<file path="src/rtl/mah_pkg.sv">
`timescale 1ns / 1ps
// Shared types, reset constants and the class transition function for the
// moisture averaging block. No dependencies.
package mah_pkg;

	localparam int SAMPLE_W  = 12;
	localparam int SPACING_W = 16;
	localparam int LEVEL_W   = 12;
	localparam int CFG_IDX_W = 3;
	localparam int CFG_DAT_W = 16;

	localparam logic [SPACING_W-1:0] SPACING_RST      = 16'd1000;
	localparam logic [LEVEL_W-1:0]   WET_TO_MOIST_RST = 12'd1550;
	localparam logic [LEVEL_W-1:0]   MOIST_TO_DRY_RST = 12'd1700;
	localparam logic [LEVEL_W-1:0]   MOIST_TO_WET_RST = 12'd1500;
	localparam logic [LEVEL_W-1:0]   DRY_TO_MOIST_RST = 12'd1650;
	localparam logic [SAMPLE_W-1:0]  MIN_RST          = 12'd3000;

	typedef enum logic [1:0] {
		CLASS_WET   = 2'd0,
		CLASS_MOIST = 2'd1,
		CLASS_DRY   = 2'd2
	} moist_class_t;

	typedef enum logic [CFG_IDX_W-1:0] {
		REG_SPACING      = 3'd0,
		REG_WET_TO_MOIST = 3'd1,
		REG_MOIST_TO_DRY = 3'd2,
		REG_MOIST_TO_WET = 3'd3,
		REG_DRY_TO_MOIST = 3'd4
	} cfg_reg_t;

	typedef struct packed {
		logic [LEVEL_W-1:0] wet_to_moist;
		logic [LEVEL_W-1:0] moist_to_dry;
		logic [LEVEL_W-1:0] moist_to_wet;
		logic [LEVEL_W-1:0] dry_to_moist;
	} levels_t;

	function automatic moist_class_t next_class(moist_class_t cls, logic [SAMPLE_W-1:0] mean,
			levels_t lv);
		moist_class_t nxt;
		nxt = cls;
		unique case (cls)
			CLASS_WET: begin
				if (mean > lv.wet_to_moist) nxt = CLASS_MOIST;
			end
			CLASS_MOIST: begin
				priority if (mean > lv.moist_to_dry) nxt = CLASS_DRY;
				else if (mean < lv.moist_to_wet) nxt = CLASS_WET;
				else nxt = CLASS_MOIST;
			end
			CLASS_DRY: begin
				if (mean < lv.dry_to_moist) nxt = CLASS_MOIST;
			end
			default: nxt = CLASS_WET;
		endcase
		return nxt;
	endfunction

endpackage

</file>
<file path="src/rtl/mah_cell.sv">
`timescale 1ns / 1ps
// One storage cell of the averaging window: holds a sample and passes it on
// to the next cell on each shift. Depends on mah_pkg.
module mah_cell import mah_pkg::*; (
	input  logic                clk,
	input  logic                arst_n,
	input  logic                shift,
	input  logic [SAMPLE_W-1:0] din,
	output logic [SAMPLE_W-1:0] dout
);

	logic [SAMPLE_W-1:0] data_q;

	always_ff @(posedge clk or negedge arst_n) begin
		if (!arst_n) begin
			data_q <= '0;
		end else if (shift) begin
			data_q <= din;
		end
	end

	assign dout = data_q;

endmodule

</file>
<file path="src/rtl/mah_window.sv">
`timescale 1ns / 1ps
// Averaging window: a chain of mah_cell instances and the running sum over
// them. Depends on mah_pkg and mah_cell.
module mah_window import mah_pkg::*; #(
	parameter int WINDOW_LENGTH = 40,
	parameter int SUM_W         = SAMPLE_W + $clog2(WINDOW_LENGTH)
) (
	input  logic                clk,
	input  logic                arst_n,
	input  logic                shift,
	input  logic [SAMPLE_W-1:0] din,
	output logic [SUM_W-1:0]    sum
);

	logic [SAMPLE_W-1:0] tap [WINDOW_LENGTH+1];
	logic [SUM_W-1:0]    sum_q;

	assign tap[0] = din;

	for (genvar i = 0; i < WINDOW_LENGTH; i++) begin : g_cell
		mah_cell u_cell (
			.clk    (clk),
			.arst_n (arst_n),
			.shift  (shift),
			.din    (tap[i]),
			.dout   (tap[i+1])
		);
	end

	// drop the oldest sample, add the new one
	always_ff @(posedge clk or negedge arst_n) begin
		if (!arst_n) begin
			sum_q <= '0;
		end else if (shift) begin
			sum_q <= sum_q - SUM_W'(tap[WINDOW_LENGTH]) + SUM_W'(din);
		end
	end

	assign sum = sum_q;

endmodule

</file>
<file path="src/rtl/moisture_average_hysteresis_core.sv">
`timescale 1ns / 1ps
// Moisture averaging core: min/max tracking, decimated moving average over a
// shifting chain of cells, and a wet/moist/dry hysteresis classifier.
// Stages s1, s2, s3 are registered; one request per cycle unless stalled.
// The sum is divided by a constant multiply in the second stage.
// Reset clears all cells, the sum, the held mean and the class at once.
module moisture_average_hysteresis_core import mah_pkg::*; #(
	parameter int WINDOW_LENGTH = 40
) (
	input  logic                 clk,
	input  logic                 arst_n,
	input  logic                 sample_valid,
	output logic                 sample_stall,
	input  logic [SAMPLE_W-1:0]  raw_sample,
	output logic                 result_valid,
	input  logic                 result_stall,
	output logic [SAMPLE_W-1:0]  mean_level,
	output logic [1:0]           moisture_class,
	output logic                 sample_taken,
	output logic [SAMPLE_W-1:0]  lowest_seen,
	output logic [SAMPLE_W-1:0]  highest_seen,
	input  logic                 cfg_valid,
	output logic                 cfg_ready,
	input  logic [CFG_IDX_W-1:0] cfg_index,
	input  logic [CFG_DAT_W-1:0] cfg_data
);

	localparam int LOG_N  = $clog2(WINDOW_LENGTH);
	localparam int SUM_W  = SAMPLE_W + LOG_N;
	localparam int SHIFT  = SUM_W + LOG_N;
	localparam int MUL_W  = SUM_W + 2;
	localparam int PROD_W = SUM_W + MUL_W;
	localparam longint unsigned RECIP =
		((64'd1 << SHIFT) + WINDOW_LENGTH - 1) / WINDOW_LENGTH;
	localparam logic [MUL_W-1:0] RECIP_C = MUL_W'(RECIP);

	logic [SPACING_W-1:0] spacing_q;
	levels_t              levels_q;

	logic [SPACING_W-1:0] skip_q;
	logic [SAMPLE_W-1:0]  min_q, max_q, min_d, max_d;
	logic                 accept, take;
	logic [SUM_W-1:0]     sum;

	logic                 valid_s1, valid_s2, valid_s3;
	logic                 rdy1, rdy2, rdy3;
	logic                 taken_s1, taken_s2, taken_s3;
	logic [SAMPLE_W-1:0]  min_s1, min_s2, min_s3;
	logic [SAMPLE_W-1:0]  max_s1, max_s2, max_s3;
	logic [PROD_W-1:0]    prod_s2;
	logic [SAMPLE_W-1:0]  mean_q, mean_d;
	moist_class_t         class_q;

	assign cfg_ready = 1'b1;

	always_ff @(posedge clk or negedge arst_n) begin
		if (!arst_n) begin
			spacing_q             <= SPACING_RST;
			levels_q.wet_to_moist <= WET_TO_MOIST_RST;
			levels_q.moist_to_dry <= MOIST_TO_DRY_RST;
			levels_q.moist_to_wet <= MOIST_TO_WET_RST;
			levels_q.dry_to_moist <= DRY_TO_MOIST_RST;
		end else if (cfg_valid && cfg_ready) begin
			unique case (cfg_index)
				REG_SPACING:      spacing_q             <= cfg_data;
				REG_WET_TO_MOIST: levels_q.wet_to_moist <= cfg_data[LEVEL_W-1:0];
				REG_MOIST_TO_DRY: levels_q.moist_to_dry <= cfg_data[LEVEL_W-1:0];
				REG_MOIST_TO_WET: levels_q.moist_to_wet <= cfg_data[LEVEL_W-1:0];
				REG_DRY_TO_MOIST: levels_q.dry_to_moist <= cfg_data[LEVEL_W-1:0];
				default: ;
			endcase
		end
	end

	assign rdy3         = !valid_s3 || !result_stall;
	assign rdy2         = !valid_s2 || rdy3;
	assign rdy1         = !valid_s1 || rdy2;
	assign sample_stall = !rdy1;
	assign accept       = sample_valid && rdy1;
	assign take         = skip_q >= spacing_q;

	// a new maximum blocks the minimum update on the same request
	always_comb begin
		max_d = max_q;
		min_d = min_q;
		priority if (max_q < raw_sample) max_d = raw_sample;
		else if (min_q > raw_sample) min_d = raw_sample;
		else max_d = max_q;
	end

	mah_window #(
		.WINDOW_LENGTH (WINDOW_LENGTH),
		.SUM_W         (SUM_W)
	) u_window (
		.clk    (clk),
		.arst_n (arst_n),
		.shift  (accept && take),
		.din    (raw_sample),
		.sum    (sum)
	);

	always_ff @(posedge clk or negedge arst_n) begin
		if (!arst_n) begin
			skip_q <= '0;
			min_q  <= MIN_RST;
			max_q  <= '0;
		end else if (accept) begin
			skip_q <= take ? '0 : skip_q + SPACING_W'(1);
			min_q  <= min_d;
			max_q  <= max_d;
		end
	end

	always_ff @(posedge clk or negedge arst_n) begin
		if (!arst_n) begin
			valid_s1 <= 1'b0;
			valid_s2 <= 1'b0;
			valid_s3 <= 1'b0;
		end else begin
			if (rdy1) valid_s1 <= sample_valid;
			if (rdy2) valid_s2 <= valid_s1;
			if (rdy3) valid_s3 <= valid_s2;
		end
	end

	always_ff @(posedge clk) begin
		if (accept) begin
			taken_s1 <= take;
			min_s1   <= min_d;
			max_s1   <= max_d;
		end
		if (rdy2 && valid_s1) begin
			taken_s2 <= taken_s1;
			min_s2   <= min_s1;
			max_s2   <= max_s1;
			prod_s2  <= PROD_W'(sum) * PROD_W'(RECIP_C);
		end
		if (rdy3 && valid_s2) begin
			taken_s3 <= taken_s2;
			min_s3   <= min_s2;
			max_s3   <= max_s2;
		end
	end

	assign mean_d = taken_s2 ? prod_s2[SHIFT +: SAMPLE_W] : mean_q;

	always_ff @(posedge clk or negedge arst_n) begin
		if (!arst_n) begin
			mean_q  <= '0;
			class_q <= CLASS_WET;
		end else if (rdy3 && valid_s2) begin
			mean_q  <= mean_d;
			class_q <= next_class(class_q, mean_d, levels_q);
		end
	end

	assign result_valid   = valid_s3;
	assign mean_level     = mean_q;
	assign moisture_class = class_q;
	assign sample_taken   = taken_s3;
	assign lowest_seen    = min_s3;
	assign highest_seen   = max_s3;

	a_stall_full: assert property (@(posedge clk) disable iff (!arst_n)
		sample_stall |-> valid_s1 && valid_s2 && valid_s3 && result_stall)
		else $error("input held back with a free stage");

	a_skip_clear: assert property (@(posedge clk) disable iff (!arst_n)
		accept && take |=> skip_q == '0)
		else $error("skip count not cleared after a taken sample");

	a_class_hold: assert property (@(posedge clk) disable iff (!arst_n)
		!(valid_s2 && rdy3) |=> $stable(class_q) && $stable(mean_q))
		else $error("class or mean moved without a request");

endmodule
</file>
<file path="config.mk">
export PLATFORM = sky130hd
export DESIGN_NAME = moisture_average_hysteresis_core
export DESIGN_NICKNAME = d
export VERILOG_FILES = /design/src/rtl/mah_pkg.sv /design/src/rtl/mah_cell.sv /design/src/rtl/mah_window.sv /design/src/rtl/moisture_average_hysteresis_core.sv
export SDC_FILE = /design/constraint.sdc
export NUM_CORES = 1
export LEC_CHECK = 0
export BUFFER_PORTS_ARGS = -buffer_cell sky130_fd_sc_hd__clkbuf_2
export CAP_MARGIN = 20
export CELL_PAD_IN_SITES_DETAIL_PLACEMENT = 0
export CELL_PAD_IN_SITES_GLOBAL_PLACEMENT = 1
export CORE_ASPECT_RATIO = 1.1
export CORE_MARGIN = 2
export CORE_UTILIZATION = 48
export DETAILED_ROUTE_END_ITERATION = 10
export PLACE_DENSITY_LB_ADDON = 0.1
export SYNTH_ARGS = -nofsm -noshare
export SYNTH_HDL_FRONTEND = slang
export SYNTH_SLANG_ARGS = --single-unit
</file>
<file path="constraint.sdc">
create_clock -name clk -period 5.3 [get_ports clk]
set_input_delay 0.795 -clock clk [delete_from_list [all_inputs] [get_ports clk]]
set_output_delay 0.795 -clock clk [all_outputs]
set_load 0.02 [all_outputs]
</file>
# Word level (Yosys, flattened, before mapping)
# Index checks and enable logic that the tools add are counted.
[totals]
output_inout_bits = 42
word_cells = 113
input_bits = 36
ff_bits = 730
[classes]
n_reduce_logical = 20
multipliers = 1
n_mux = 10
n_addsub = 3
order_cmp = 7
eq_ne = 8
[op_table]
columns = ["cell", "count"]
rows = [
  ["12-bit 2-to-1 mux", 4],
  ["12-bit > comparator", 3],
  ["12-bit < comparator", 3],
  ["18-bit by 19-bit multiplier with 36-bit output, second input constant", 1],
  ["18-bit by 12-bit adder with 18-bit output", 1],
  ["18-bit by 12-bit subtractor with 18-bit output", 1],
  ["16-bit by 1-bit adder with 16-bit output, second input constant", 1],
  ["16-bit greater-or-equal comparator", 1],
  ["16-bit 2-to-1 mux", 1],
  ["2-bit AND reduction", 5],
  ["3-bit by 2-bit equality test with 1-bit output, second input constant", 2],
  ["2-bit 2-to-1 mux", 3],
  ["2-bit case mux with 3 select lines", 1],
  ["1-bit zero test", 5],
  ["1-bit logical AND", 4],
  ["2-bit != test, second input constant", 2],
  ["3-bit by 1-bit equality test with 1-bit output, second input constant", 1],
  ["3-bit equality test, second input constant", 1],
  ["3-bit zero test", 1],
  ["1-bit logical OR", 3],
  ["3-bit AND reduction", 1],
  ["2-bit by 1-bit equality test with 1-bit output, second input constant", 1],
  ["2-bit equality test, second input constant", 1],
  ["2-bit zero test", 1],
  ["1-bit 2-to-1 mux", 1],
]

# Logic depth before layout (Yosys ltp)
[depth]
word_depth = 6
depth_mapped = 20
mapped_depth_nobuf = 19

# Hierarchy
# Synthesis repeated with hierarchy kept, for this count alone.
[hier_totals]
hier_cells = 2581
area_unflattened_um2 = 36102.1
[modules_own_cells]
columns = ["module", "seq_area_each_um2", "n_inst", "area_per_inst_um2", "cells_each"]
rows = [
  ["mah_cell", 300.3, 40, 484.2, 25],
  ["moisture_average_hysteresis_core", 5685.5, 1, 14681.6, 1332],
  ["mah_window", 450.4, 1, 2052.0, 249],
]

# Worst setup path before layout
# No wires, ideal clock.
[synth_path]
path_type = "register -> register"
start = "register u_window.sum_q[13], in the netlist u_window.sum[13]"
end = "register prod_s2[33], data pin"
arrival_ns = 5.371
setup_ns = 0.269
period_less_slack_ns = 5.639
path_stages_with_launch = 20
path_buffers = 0
required_ns = 5.031
setup_slack_ns = -0.339
cell_sequence = "dfrtp_1 -> inv_1 -> ha_1 -> inv_1 -> fa_1 -> fa_1 -> inv_1 -> fa_1 -> inv_1 -> fa_1 -> inv_1 -> fa_1 -> inv_1 -> ha_1 -> nand2_1 -> or4_4 -> or2_2 -> o22ai_1 -> or3b_2 -> a311oi_1"
[synth_via]
elab_chain_cells = 1
[synth_rtl]
columns = ["element", "line_no", "text"]
rows = [
  ["from (decl)", "mah_window.sv:16", "logic [SUM_W-1:0] sum_q;"],
  ["from (signal assigned)", "mah_window.sv:35", "sum_q <= sum_q - SUM_W'(tap[WINDOW_LENGTH]) + SUM_W'(din);"],
  ["18-bit by 19-bit multiplier with 36-bit output", "moisture_average_hysteresis_core.sv:136", "prod_s2 <= PROD_W'(sum) * PROD_W'(RECIP_C);"],
  ["to (signal assigned)", "moisture_average_hysteresis_core.sv:136", ""],
  ["to (decl)", "moisture_average_hysteresis_core.sv:50", "logic [PROD_W-1:0] prod_s2;"],
]
# Every way passes these cells.
# A chain may end at the register's enable or synchronous reset.

# Worst setup path after layout
[layout_path]
start = "register u_window.sum_q[16], in the netlist u_window.sum[16]"
end = "register prod_s2[33], data pin"
# Same word-level chain as after synthesis.

==> flow_summary_export.csv <==
group,metric,value,unit
synth,synth_cells,2632,
route,drtIter0Drc,1149,
global_route,antenna_found_initial,2,
synth,synth_nets,3004,
sta,finClkSkew,0.0314,ns
synth,post_synth_num_cell_types,75,
power,total_power,22.3,mW
sta,max_slew.worst_pin.slew,1.07,ns
floorplanning,placementRows,104,
synth,synthFlopType,"dfrtp_1",
power,netSwitchingFraction,37.2,%
synth,synth_edf_count,87,
power,p_sw,8.29,mW
placement,postPlaceCellArea,37300,sq um
sta,final_max_slew_viol_count,0,
synth,synth-simple-area-share,4.16,%
cells_and_area,layout.nets,3194,
cells_and_area,mostFrequentLayoutCells,"dfrtp_1, mux2_2, inv_1",
cells_and_area,final_common_cell,"dfrtp_1",
global_route,grt_usage,18.7,%
power,combPwrFrac,47.1,%
sta,maxSlewHeadroom,28.5,%
clock_tree,cts_tree,"built",
cells_and_area,n_fill_cell,6117,
global_route,grt_pass1_wl,112000,microns
floorplanning,die_x,262,microns
setup_path,start_kind,"flop",
floorplanning,io_pins,78,
floorplanning,die-area,75500,sq um
placement,hpwlAfterDp,47400,microns
power,cellPowerDensity,553,nW/um^2
cells_and_area,drive_above_1_share,34.1,%
power,p_clk_share,24.6,%
clock_tree,cts_made_buffers,77,
synth,synth.cell_area,35200,sq um
sta,fmax,0.183,GHz
clock_tree,cts_num_sinks,706,
route,drc_errors,0,
global_route,grt_max_degree,135,
clock_tree,clkTransAtPathRegs,0.06,ns
clock_tree,cts_max_path_buffers,3,
synth,avgSynthCellArea,13.4,sq um
synth,synth.mux.area_fraction,18.7,%
cells_and_area,area_growth,14.7,%
setup_path,cp-end-kind,"flop",
synth,ys_ff_latch,706,
floorplanning,start_util,48.3,%
clock_tree,cts_root_buffer,"clkbuf_16",
setup_path,path_max_fanout,4,
setup_path,worstPathRequired,5.63,ns
route,finalWirelength,68500,microns
synth,synth_seq_area_share,51.6,%
synth,synthXorXnorAreaFrac,0.971,%
clock_tree,clk_latency,0.62,ns
setup_path,cp.arrival,5.79,ns
sta,worst_slack,-0.161,ns
route,vias,19800,
sta,fin_crit,5.46,ns
synth,yosysWarnings,0,
setup_path,path_class,"flop to flop",
outcome,run_status,"finished with violations",
cells_and_area,post-route-cell-area,40400,sq um
power,vdd_drop_max,0.632,mV
cells_and_area,diodes,0,
floorplanning,core_area,72900,sq um
floorplanning,die_y,288,microns
power,p_int,14.0,mW
outcome,violations,"setup timing",
synth,synth_compound_area_share,5.35,%
route,wl_per_cell,17.8,microns
global_route,grt_pass1_vias,21000,
route,final_antenna_net_count,0,
route,routed_via_density,5.16,
placement,gp_congestion,0.860,
synth,synth_top_family_by_area,"multiplexers",
clock_tree,htree_num_levels,3,
sta,finalHoldViolations,0,
synth,synthAdderAreaFrac,14.3,%
placement,portBuffers,76,
job,drv_cap,0,
sta,setup_viol_count_final,8,
route,dr.pass1.iters,5,
synth,async_flop_share,87.7,%
sta,rsz0062_at_grt,"yes",
sta,finalCritPeriodShare,103,%
global_route,overflow,0,
power,seq_power_share,28.2,%
setup_path,r2r_slack,-0.16,ns
sta,fin_setup_tns,-0.597,ns
power,leakagePower,19.7,nW
min_path,hp-class,"input port to asynchronous set/reset pin",
per-stage QoR:
step           std cells  hold slack, ns  utilization [%]  setup slack (ns)
5_1_grt             3838           0.256             55.4            -0.325
2_1_floorplan       2632           0.400                -           0.00538
3_5_place_dp        3689           0.405             51.2            -0.247
3_3_place_gp        3689           0.401             51.2            -0.173
6_report            3838           0.218             55.4            -0.161
4_1_cts             3832           0.218             55.0            -0.192
registers in the layout, indices dropped and copies added, names as in the netlist, 16 cells and up:
register                     flops
levels_q                        48
u_window.sum                    18
spacing_q                       16
skip_q                          16
u_window.g_cell.u_cell.dout    480
synthesized netlist by cell type, types with 3 or more instances:
cell / number / area (sq um)
a21o_1: 18 / 135
nor4_1: 5 / 31.3
inv_1: 304 / 1140
ha_1: 225 / 2820
o31ai_1: 5 / 37.5
nand4_1: 21 / 131
o311ai_0: 3 / 26.3
mux2i_1: 11 / 110
and2_1: 7 / 43.8
o21ai_0: 144 / 721
xor2_1: 20 / 175
buf_4: 25 / 188
o22ai_1: 3 / 18.8
or2_2: 4 / 25.0
and3_1: 5 / 31.3
o21a_1: 7 / 52.6
a21oi_1: 71 / 355
nand2_1: 150 / 563
mux2_1: 4 / 45.0
mux2_2: 362 / 4080
buf_6: 19 / 214
o211ai_1: 15 / 113
nand3_1: 25 / 125
nor3_1: 13 / 65.1
a211oi_1: 12 / 90.1
a31oi_1: 4 / 25.0
a2111oi_0: 4 / 35.0
nor2_1: 42 / 158
mux2_4: 156 / 2340
dfrtp_1: 583 / 14600
a221oi_1: 3 / 26.3
nor4b_1: 3 / 26.3
xnor2_1: 19 / 166
edfxtp_1: 87 / 2610
buf_2: 17 / 85.1
nor2b_1: 6 / 37.5
clkbuf_1: 22 / 82.6
dfstp_2: 36 / 946
o2111ai_1: 3 / 26.3
nand2b_1: 13 / 81.3
fa_1: 111 / 2220
cell families (layout without fill, tap and decap cells):
kind of cell             count (synthesis)  in the layout
flip-flops                             706            706
multiplexers                           533            533
buffers and inverters                  391            643
adder cells (fa/ha/maj)                336            336
AO/OA/AOI/OAI                          316            316
AND/OR/NAND/NOR                        310            310
XOR/XNOR                                39             39
other                                    1              1
power by group through the flow:
stage	combinational (mW)	sequential, mW	clock [mW]
after floorplan	6.28	6.40	0
after global placement	9.18	6.39	0
after detailed placement	9.28	6.41	0
after CTS	9.70	6.31	5.69
after global routing	11.8	6.34	5.91
final	10.5	6.30	5.50
worst paths after layout:
check	cells after the start	startpoint	end
worst min register to register	0	max_s1[7]$_DFFE_PP_	max_s2[7]$_DFFE_PP_
min in group clk	3	cfg_data[13]	spacing_q[13]$_DFFE_PN0P_
worst max register to register	18	u_window.sum[16]$_DFFE_PN0P_	prod_s2[33]$_DFFE_PP_
worst max-delay path	18	u_window.sum[16]$_DFFE_PN0P_	prod_s2[33]$_DFFE_PP_
max in group asynchronous	2	arst_n	u_window.g_cell[16].u_cell.dout[1]$_DFFE_PN0P_
worst min-delay path	1	arst_n	skip_q[14]$_DFFE_PN0P_
cell type report:
type                            count  area [sq um]  area share (%)
Multi-Input combinational cell   1535         15700            39.0
Timing Repair Buffer              197          1450            3.59
Sequential cell                   706         18200            45.0
Tap cell                          954          1190            2.96
Clock inverter                     28           355           0.880
Clock buffer                      113          2310            5.73
Inverter                          305          1150            2.86
worst max-delay path, cell delays in order, from the launching register on:
cell and delay, ns:
dfrtp_2 0.46, buf_4 0.16, ha_2 0.19, fa_1 0.51, fa_1 0.54, inv_2 0.05
fa_1 0.54, inv_2 0.04, fa_1 0.53, inv_1 0.05, fa_1 0.49, inv_2 0.05
ha_4 0.29, nand2_4 0.06, or4_4 0.54, or2_4 0.26, o22ai_4 0.15, or3b_4 0.18
a311oi_1 0.08
per-layer routing:
layer	global-route usage [%]	routed length, microns	share of wire [%]
met1	26.2	32100	47
met2	29.8	32200	47
met3	2.73	2230	3.3
met4	6.41	1870	2.7
met5	0	0	0
timing repair:
item	in CTS	in global routing
hold buffers	0	0
buffers inserted	2	6
setup endpoints to repair	11	12
pin swaps	11	30
resized for setup	21	51
(Power assumes the default switching activity.)
